**config.mk**
```make
export PLATFORM = sky130hd
export DESIGN_NAME = tssa_isqrt
export DESIGN_NICKNAME = d
export VERILOG_FILES = /design/src/sv/tssa_pkg.sv /design/src/sv/tssa_isqrt.sv
export SDC_FILE = /design/constraint.sdc
export NUM_CORES = 1
export LEC_CHECK = 0
export BUFFER_PORTS_ARGS = -buffer_cell sky130_fd_sc_hd__clkbuf_2
export CORE_UTILIZATION = 54
export CTS_BUF_LIST = sky130_fd_sc_hd__clkbuf_2
export CTS_CLUSTER_DIAMETER = 150
export CTS_CLUSTER_SIZE = 25
export DETAILED_ROUTE_END_ITERATION = 7
export PLACE_DENSITY = 0.77
export SETUP_SLACK_MARGIN = 0.05
export SLEW_MARGIN = 20
export SYNTH_ARGS = -nofsm -noshare
export SYNTH_HDL_FRONTEND = slang
export SYNTH_SLANG_ARGS = --single-unit
```
**constraint.sdc**
```tcl
create_clock -name clk -period 2.8 [get_ports clk]
set_clock_uncertainty 0.1 [all_clocks]
set_input_delay 0.28 -clock clk [delete_from_list [all_inputs] [get_ports clk]]
set_output_delay 0.28 -clock clk [all_outputs]
set_load 0.1 [all_outputs]
```
**src/sv/tssa_pkg.sv**
```systemverilog
`timescale 1ns / 1ps
// Shared types, constants and lookup functions of the track segmentation block.
// Depends on nothing; the design files refer to it by scoped names.
package tssa_pkg;

	// Widths fixed by the item fields.
	localparam int PosW   = 24;
	localparam int DiffW  = 25;
	localparam int OperW  = 32;
	localparam int ProdW  = 64;
	localparam int MagW   = 52;
	localparam int RadW   = 64;
	localparam int RootW  = 32;

	// Register reset value: 10.0 in Q.8.
	localparam logic [23:0] ThrReset = 24'd2560;
	// Normalization limit for the angle operands.
	localparam logic [MagW-1:0] NormLimit = 52'd1073741824;
	localparam logic [15:0] AngleMax = 16'd46080;
	localparam logic [15:0] IndexMax = 16'hFFFF;

	// Operand sources of the shared multiplier.
	localparam logic [3:0] SRC_DX = 4'd0;
	localparam logic [3:0] SRC_DY = 4'd1;
	localparam logic [3:0] SRC_DZ = 4'd2;
	localparam logic [3:0] SRC_AX = 4'd3;
	localparam logic [3:0] SRC_AY = 4'd4;
	localparam logic [3:0] SRC_AZ = 4'd5;
	localparam logic [3:0] SRC_BX = 4'd6;
	localparam logic [3:0] SRC_BY = 4'd7;
	localparam logic [3:0] SRC_BZ = 4'd8;
	localparam logic [3:0] SRC_UX = 4'd9;
	localparam logic [3:0] SRC_UY = 4'd10;
	localparam logic [3:0] SRC_UZ = 4'd11;

	// Multiply-accumulate program steps.
	localparam logic [3:0] OP_STEP_END  = 4'd2;
	localparam logic [3:0] OP_CROSS_X   = 4'd3;
	localparam logic [3:0] OP_CROSS_XE  = 4'd4;
	localparam logic [3:0] OP_CROSS_YE  = 4'd6;
	localparam logic [3:0] OP_CROSS_ZE  = 4'd8;
	localparam logic [3:0] OP_DOT_END   = 4'd11;
	localparam logic [3:0] OP_SQ_FIRST  = 4'd12;
	localparam logic [3:0] OP_SQ_END    = 4'd14;

	typedef struct packed {
		logic [3:0] sel_a;
		logic [3:0] sel_b;
		logic       neg;
		logic       last;
	} mop_t;

	function automatic mop_t mop_f(input logic [3:0] k);
		mop_t m;
		m = '{sel_a: SRC_DX, sel_b: SRC_DX, neg: 1'b0, last: 1'b0};
		case (k)
			4'd0:  m = '{SRC_DX, SRC_DX, 1'b0, 1'b0};
			4'd1:  m = '{SRC_DY, SRC_DY, 1'b0, 1'b0};
			4'd2:  m = '{SRC_DZ, SRC_DZ, 1'b0, 1'b1};
			4'd3:  m = '{SRC_AY, SRC_BZ, 1'b0, 1'b0};
			4'd4:  m = '{SRC_AZ, SRC_BY, 1'b1, 1'b1};
			4'd5:  m = '{SRC_AZ, SRC_BX, 1'b0, 1'b0};
			4'd6:  m = '{SRC_AX, SRC_BZ, 1'b1, 1'b1};
			4'd7:  m = '{SRC_AX, SRC_BY, 1'b0, 1'b0};
			4'd8:  m = '{SRC_AY, SRC_BX, 1'b1, 1'b1};
			4'd9:  m = '{SRC_AX, SRC_BX, 1'b0, 1'b0};
			4'd10: m = '{SRC_AY, SRC_BY, 1'b0, 1'b0};
			4'd11: m = '{SRC_AZ, SRC_BZ, 1'b0, 1'b1};
			4'd12: m = '{SRC_UX, SRC_UX, 1'b0, 1'b0};
			4'd13: m = '{SRC_UY, SRC_UY, 1'b0, 1'b0};
			4'd14: m = '{SRC_UZ, SRC_UZ, 1'b0, 1'b1};
			default: m = '{SRC_DX, SRC_DX, 1'b0, 1'b1};
		endcase
		return m;
	endfunction

	// atan(2^-i) in degrees times 65536, rounded to nearest.
	function automatic logic [21:0] atan_f(input logic [4:0] i);
		logic [21:0] v;
		case (i)
			5'd0:  v = 22'd2949120;
			5'd1:  v = 22'd1740967;
			5'd2:  v = 22'd919879;
			5'd3:  v = 22'd466945;
			5'd4:  v = 22'd234379;
			5'd5:  v = 22'd117304;
			5'd6:  v = 22'd58666;
			5'd7:  v = 22'd29335;
			5'd8:  v = 22'd14668;
			5'd9:  v = 22'd7334;
			5'd10: v = 22'd3667;
			5'd11: v = 22'd1833;
			5'd12: v = 22'd917;
			5'd13: v = 22'd458;
			5'd14: v = 22'd229;
			5'd15: v = 22'd115;
			5'd16: v = 22'd57;
			5'd17: v = 22'd29;
			5'd18: v = 22'd14;
			5'd19: v = 22'd7;
			5'd20: v = 22'd4;
			5'd21: v = 22'd2;
			5'd22: v = 22'd1;
			default: v = 22'd0;
		endcase
		return v;
	endfunction

endpackage

```
**src/sv/tssa_isqrt.sv**
```systemverilog
`timescale 1ns / 1ps
// Bit-serial integer square root, two radicand bits per cycle.
// Depends on tssa_pkg for widths.
module tssa_isqrt (
	input  logic                       clk,
	input  logic                       arst_n,
	input  logic                       start,
	input  logic [tssa_pkg::RadW-1:0]  rad,
	output logic                       busy,
	output logic                       done,
	output logic [tssa_pkg::RootW-1:0] root
);

	logic [tssa_pkg::RadW-1:0]  rad_q;
	logic [33:0]                rem_q;
	logic [tssa_pkg::RootW-1:0] root_q;
	logic [4:0]                 cnt_q;
	logic                       busy_q, done_q;
	logic [35:0]                rem_sh, trial;

	assign rem_sh = {rem_q, rad_q[tssa_pkg::RadW-1 -: 2]};
	assign trial  = {2'b00, root_q, 2'b01};

	always_ff @(posedge clk or negedge arst_n) begin
		if (!arst_n) begin
			busy_q <= 1'b0;
			done_q <= 1'b0;
			cnt_q  <= '0;
		end else begin
			done_q <= 1'b0;
			if (start) begin
				busy_q <= 1'b1;
				cnt_q  <= '0;
			end else if (busy_q) begin
				cnt_q <= cnt_q + 5'd1;
				if (cnt_q == 5'd31) begin
					busy_q <= 1'b0;
					done_q <= 1'b1;
				end
			end
		end
	end

	always_ff @(posedge clk) begin
		if (start) begin
			rad_q  <= rad;
			rem_q  <= '0;
			root_q <= '0;
		end else if (busy_q) begin
			rad_q <= {rad_q[tssa_pkg::RadW-3:0], 2'b00};
			if (rem_sh >= trial) begin
				rem_q  <= 34'(rem_sh - trial);
				root_q <= {root_q[tssa_pkg::RootW-2:0], 1'b1};
			end else begin
				rem_q  <= rem_sh[33:0];
				root_q <= {root_q[tssa_pkg::RootW-2:0], 1'b0};
			end
		end
	end

	assign busy = busy_q;
	assign done = done_q;
	assign root = root_q;

endmodule

```
==> flow_metrics.py, run 1 <==
metrics = {
    "synthesis": {
        "syn_inst": 715,
        "synth.most_common_cell": "nor2_1",
        "synth_seq_cells": 137,
        "ys_warn_count": 0,
        "synthTopCellsByArea": "edfxtp_1 26%, dfxtp_1 18%, mux2_2 9.4%",
        "yosysTopAreaCellShare_pct": 25.84,
        "ys_types": 55,
        "ys_async_sr_fraction_pct": 5.109,
        "yosysTopAreaCell": "edfxtp_1",
        "synthTopCellsByCount": "95 x nor2_1, 66 x dfxtp_1, 64 x edfxtp_1",
        "ys_seq_area_share_pct": 45.96,
        "syn_area_um2": 7437,
        "synth-edff-count": 64,
        "avgSynthCellArea_um2": 10.40,
        "ys.flop_type": "dfxtp_1",
        "syn_nets": 818,
    },
    "critical_path": {
        "r2r_slack_ns": 0.12,
        "critPathKind": "reg2reg",
        "endpoint": "rem_q[10]",
        "reg2reg_to": "rem_q[10]",
        "cpPeakStageDelay_ns": 0.41,
        "startpoint_type": "flop",
        "r2r_cells": 12,
        "endpoint_kind": "flop",
        "path_delay_family": "compound AO/OA/AOI/OAI gates",
        "crit_required_ns": 3.28,
        "crit_chain": "inv_1 > ha_1 > nand2_2 > o21bai_4 > a31oi_4 > o211ai_4 > nand3_2 > a31oi_4 > buf_12 > buf_12 > mux2i_1 > a211oi_1",
        "critPathBufInv": 3,
        "worstSetupStartpoint": "root[1]",
        "cp.arrival_ns": 3.16,
        "r2r_start": "root[1]",
        "crit_path_top_delay_cell": "dfxtp_4",
        "path_max_fanout": 9,
        "cp_num_cells": 12,
    },
    "drt": {
        "num_vias": 6109,
        "first_pass_iters": 5,
        "antenna_left": 0,
        "wl_um": 18360,
        "drtIter0Drc": 301,
        "vias_per_cell": 5.524,
        "drc": 0,
        "wl_per_cell_um": 16.60,
    },
    "floorplanning": {
        "die_h_um": 119.4,
        "die-area_um2": 14250,
        "die_w_um": 119.4,
        "rows": 42,
        "start_util_pct": 55.72,
        "ios": 101,
        "core_area_um2": 13350,
    },
    "pwr": {
        "vdd_drop_max_mv": 0.5821,
        "power_density_nw_per_um2": 965.8,
        "p_leak_nw": 4.286,
    },
    "clock_tree": {
        "cts_tree": "done",
        "cts_buffer_depth": 2,
        "root_buffer": "clkbuf_2",
        "path_clk_slew_ns": 0.21,
        "insertion_delay_ns": 0.73,
        "cts_htree_levels": 4,
        "numCtsBuffers": 17,
        "clock_sinks": 137,
    },
    "timing": {
        "rsz0062_at_grt": "yes",
        "timing.final.crit_period_ns": 2.680,
        "slew_violations": 0,
        "finalCritPeriodShare_pct": 95.72,
        "fmax_mhz": 373.1,
        "setup_violations": 0,
        "hold_viol": 0,
        "layout_setup_ws_ns": 0.1200,
        "fin_setup_tns_ns": 0,
        "slew-limit-headroom_pct": 41.46,
        "worst_slew_pin_slew_ns": 0.8781,
    },
    "global_routing": {
        "grt_pass1_wl_um": 29350,
        "grt_max_degree": 79,
        "grt_usage_pct": 25.93,
        "grt_pass1_vias": 6269,
        "grt_use_met2_pct": 45.46,
        "top_usage_layer": "met2",
        "overflow": 0,
        "use_met1_pct": 30.22,
        "antenna_found_initial": 0,
        "use_met3_pct": 7.328,
    },
    "place": {
        "port_buffers": 100,
        "dp_slack_ns": -0.09510,
        "place_inst": 977,
        "place.gp.congestion": 0.8768,
        "hpwlAfterDp_um": 10790,
        "place_area_um2": 8324,
    },
    "layout": {
        "final_nets": 1020,
        "instances_no_fill": 1106,
        "fin_area_um2": 10020,
        "drive_gt1_share_pct": 38.49,
        "syn_to_final_growth_pct": 34.69,
        "diodes": 0,
    },
    "status": {
        "outcome": "completed",
    },
    "job": {
        "cap_violations": 0,
    },
    "worst_hold_path": {
        "min_path_type": "in2reg",
    },
}
## power by group
part | total [W] | internal (W) | switching [W]
Combinational | 0.00585 | 0.00295 | 0.00290
Clock | 0.00117 | 0.000415 | 0.000751
Sequential | 0.00265 | 0.00241 | 0.000248
Total | 0.00967 | 0.00577 | 0.00390
## how the worst min path moves through the flow
stage | startpoint | endpoint | slack, ns | cells past startpoint
after floorplan | arst_n | busy | -0.12 | 0
after global placement | arst_n | done | 0.02 | 1
after detailed placement | arst_n | cnt_q[4] | 0.02 | 1
after CTS | rad[15] | rad_q[15] | 0.22 | 3
after global routing | rad[18] | rad_q[18] | 0.22 | 3
final | rad[37] | rad_q[37] | 0.28 | 3
## cell type report
type | instances | area, um^2
Timing Repair Buffer | 217 | 1635
Multi-Input combinational cell | 502 | 4248
Clock inverter | 12 | 126.4
Tap cell | 176 | 220.2
Sequential cell | 137 | 3526
Inverter | 42 | 161.4
Clock buffer | 20 | 100.1
Fill cell | 898 | 3331
## cells in the final DEF (no fill, tap or decap), types with 4 or more instances in the layout
| cell | count |
|---|---|
| a211oi_1 | 26 |
| a211oi_2 | 6 |
| a21o_1 | 10 |
| a21oi_1 | 30 |
| a21oi_2 | 7 |
| a31oi_1 | 9 |
| and2_1 | 4 |
| and3_1 | 6 |
| buf_4 | 45 |
| clkbuf_2 | 119 |
| clkinvlp_4 | 4 |
| dfrtp_1 | 6 |
| dfxtp_1 | 33 |
| dfxtp_2 | 8 |
| dfxtp_4 | 25 |
| dlygate4sd3_1 | 67 |
| edfxtp_1 | 64 |
| ha_1 | 11 |
| ha_4 | 22 |
| inv_1 | 37 |
| inv_2 | 4 |
| mux2_2 | 62 |
| mux2i_1 | 45 |
| nand2_1 | 28 |
| nand2b_1 | 5 |
| nand3_1 | 6 |
| nor2_1 | 92 |
| nor2b_1 | 7 |
| nor3_1 | 8 |
| o21a_1 | 5 |
| o21ai_0 | 11 |
| o21ai_2 | 4 |
| xnor2_1 | 20 |
| xor2_1 | 12 |
## per-layer routing
layer  vias to the layer above  wire, um
li1                       2971         -
met1                      2941      7664
met2                       159      9443
met3                        38       850
met4                         0       398
met5                         -         0
## repair_timing
action | 4_1_cts | 5_1_grt
setup buffers | 17 | 11
gates cloned | 2 | 0
hold endpoints to repair | 74 | 0
pin swaps | 10 | 24
endpoints found under the setup margin | 31 | 34
gates resized for setup | 36 | 53
hold buffers | 67 | 0
## worst register-to-register path, stage by stage, from the launching register on
cell and delay, ns:
dfxtp_4 0.41, inv_1 0.05, ha_1 0.35, nand2_2 0.13
o21bai_4 0.15, a31oi_4 0.13, o211ai_4 0.22, nand3_2 0.11
a31oi_4 0.21, buf_12 0.17, buf_12 0.13, mux2i_1 0.24
a211oi_1 0.12
## per-stage QoR
stage | util (%) | power (W) | hold WS (ns)
after global placement | 62.36 | 0.006969 | 0.01907
final | 75.05 | 0.009675 | 0.2752
after floorplan | - | 0.006158 | -0.1156
after global routing | 75.05 | 0.01029 | 0.2195
after CTS | 72.21 | 0.008929 | 0.2204
after detailed placement | 62.36 | 0.007074 | 0.02479
## cells by family after synthesis
logic type | share of synthesized area, %
AOI/OAI and AO/OA | 13.07
xor gates and xnor gates | 3.769
adders and majority gates | 6.057
buffers and inverters | 4.223
DFF | 45.96
muxes | 15.71
and+or+nand+nor | 11.20
## state kept, by name (all words and copies together), names as in the netlist
register and count:
cnt_q 5, busy 1, root 32, done 1, rad_q 64, rem_q 34
Power figures use the tool's default switching activity.
==> run 2, diff against run 1 <==
--- a/config.mk
+++ b/config.mk
@@ -6,12 +6,11 @@
 export NUM_CORES = 1
 export LEC_CHECK = 0
 export BUFFER_PORTS_ARGS = -buffer_cell sky130_fd_sc_hd__clkbuf_2
-export CORE_UTILIZATION = 54
-export CTS_BUF_LIST = sky130_fd_sc_hd__clkbuf_2
+export CORE_UTILIZATION = 53
 export CTS_CLUSTER_DIAMETER = 150
 export CTS_CLUSTER_SIZE = 25
 export DETAILED_ROUTE_END_ITERATION = 7
-export PLACE_DENSITY = 0.77
+export PLACE_DENSITY = 0.75
 export SETUP_SLACK_MARGIN = 0.05
 export SLEW_MARGIN = 20
 export SYNTH_ARGS = -nofsm -noshare
==> run 2 against run 1 <==
- combinational power fell by 3%
- largest cell class unchanged
- sequential power barely moved
- first-iteration DRC count fell by 21%
- die area up 1.9%
==> flow_metrics.py, run 2 (synthesis gave the netlist of run 1 again) <==
metrics = {
    "layout": {
        "top_register": "rad_q",
        "diodes": 0,
        "syn_to_final_growth_pct": 27.32,
        "filler_cell_count": 996,
        "drive_gt1_share_pct": 39.06,
        "final_cell_mix": "99 x clkbuf_2, 89 x nor2_1, 64 x edfxtp_1, 62 x mux2_2, 47 x mux2i_1",
        "largest_reg_flops": 64,
        "layout_commonest_cell": "clkbuf_2",
        "final_nets": 945,
    },
    "drt": {
        "first_pass_iters": 4,
        "drc": 0,
        "drtIter0Drc": 239,
        "vias_per_cell": 5.603,
        "wl_per_cell_um": 16.29,
        "wl_um": 16790,
        "antenna_left": 0,
        "num_vias": 5777,
    },
    "global_routing": {
        "grt_usage_pct": 23.14,
        "grt_max_degree": 65,
        "antenna_found_initial": 0,
        "grt_pass1_vias": 5696,
        "grt_pass1_wl_um": 26410,
        "overflow": 0,
    },
    "pwr": {
        "p_leak_nw": 4.067,
        "p_int_w": 0.006426,
        "switching_share_pct": 38.42,
        "power_density_nw_per_um2": 1102,
        "seq_power_share_pct": 25.2,
        "p_switching_w": 0.004009,
        "pwr-share-comb_pct": 54.4,
        "vdd_drop_max_mv": 0.5238,
        "clkPwrFrac_pct": 20.4,
        "finalPower_w": 0.01043,
    },
    "critical_path": {
        "r2r_slack_ns": 0.08,
        "r2r_cells": 12,
        "cpPeakStageDelay_ns": 0.42,
        "critPathBufInv": 3,
        "crit_path_top_delay_cell": "or3_4",
        "worstSetupStartpoint": "root[7]",
        "r2r_start": "root[7]",
        "cp_num_cells": 12,
        "cp.arrival_ns": 2.96,
        "crit_required_ns": 3.04,
        "endpoint": "rem_q[14]",
        "critPathKind": "reg2reg",
        "path_delay_family": "compound AO/OA/AOI/OAI gates",
        "startpoint_type": "flop",
        "reg2reg_to": "rem_q[14]",
        "endpoint_kind": "flop",
        "path_max_fanout": 9,
        "crit_chain": "inv_2 > ha_4 > a21oi_2 > o21ai_2 > or3_4 > o211ai_4 > nand3_2 > a31oi_4 > buf_6 > clkbuf_16 > a21oi_1 > a211oi_1",
    },
    "job": {
        "cap_violations": 0,
    },
    "timing": {
        "fmax_mhz": 367.2,
        "slew_violations": 0,
        "worst_slew_pin_slew_ns": 0.6464,
        "slew-limit-headroom_pct": 56.91,
        "rsz0062_at_grt": "yes",
        "finalCritPeriodShare_pct": 97.26,
        "setup_violations": 0,
        "timing.final.crit_period_ns": 2.723,
        "whs_ns": 0.04731,
        "fin_setup_tns_ns": 0,
        "hold_viol": 0,
    },
    "floorplanning": {
        "die_h_um": 120.5,
        "ios": 101,
        "start_util_pct": 55.28,
        "rows": 42,
        "die_w_um": 120.5,
        "die-area_um2": 14510,
        "core_area_um2": 13450,
    },
    "clock_tree": {
        "cts_htree_levels": 4,
        "root_buffer": "clkbuf_16",
        "clock_sinks": 137,
        "numCtsBuffers": 17,
        "cts_buffer_depth": 2,
        "path_clk_slew_ns": 0.06,
        "insertion_delay_ns": 0.43,
        "cts_tree": "done",
    },
    "worst_hold_path": {
        "min_path_type": "in2reg",
    },
    "place": {
        "place.gp.congestion": 0.8738,
        "port_buffers": 100,
        "hpwlAfterDp_um": 10740,
    },
    "status": {
        "outcome": "completed",
    },
}
-- run 2: timing repair --
item                                    4_1_cts  5_1_grt
hold buffers                                  1        0
resized for setup                            10       63
pin swaps                                     5       32
buffers inserted                              6        6
endpoints found under the hold margin         7        0
endpoints found under the setup margin       28       35
cloned                                        1        2
-- run 2: worst min-delay path by stage --
stage,start,to,slack (ns),cells past startpoint
global route,rad[43],rad_q[43],0.04,2
CTS,rad[1],rad_q[1],0.03,2
floorplan,arst_n,busy,-0.12,0
finish,rad[1],rad_q[1],0.05,2
global placement,arst_n,done,0.02,1
detailed placement,arst_n,cnt_q[4],0.02,1
-- run 2: routing by layer --
layer	vias to the layer above	wire length, um	track usage (%)
met5	-	0	0
met4	0	346	10.03
met3	27	880	7.170
met2	148	8252	37.28
met1	2782	7313	28.57
li1	2820	-	-
-- run 2: metrics by stage --
stage / std cells / setup WS (ns) / cell area (um^2) / util [%]
after floorplan: 715 / 0.04316 / 7592 / -
after global placement: 983 / 0.02390 / 8382 / 62.30
after detailed placement: 983 / -0.05484 / 8382 / 62.30
after CTS: 1023 / 0.05247 / 9070 / 67.42
after global routing: 1031 / -0.06162 / 9469 / 70.39
final: 1031 / 0.07675 / 9469 / 70.39
-- run 2: cell type report --
type / count / area [um^2] / share of cell area, %
Clock buffer: 22 / 464.2 / 4.902
Tap cell: 176 / 220.2 / 2.326
Timing Repair Buffer: 142 / 908.4 / 9.593
Multi-Input combinational cell: 502 / 4098 / 43.27
Sequential cell: 137 / 3521 / 37.18
Clock inverter: 10 / 96.34 / 1.017
Inverter: 42 / 161.4 / 1.705
-- run 2: power groups by stage --
stage	clock network, W	logic (W)	registers [W]
finish	0.00213	0.00567	0.00263
global route	0.00224	0.00615	0.00266
CTS	0.00216	0.00481	0.00261
detailed placement	0	0.00445	0.00264
global placement	0	0.00433	0.00263
floorplan	0	0.00346	0.00269
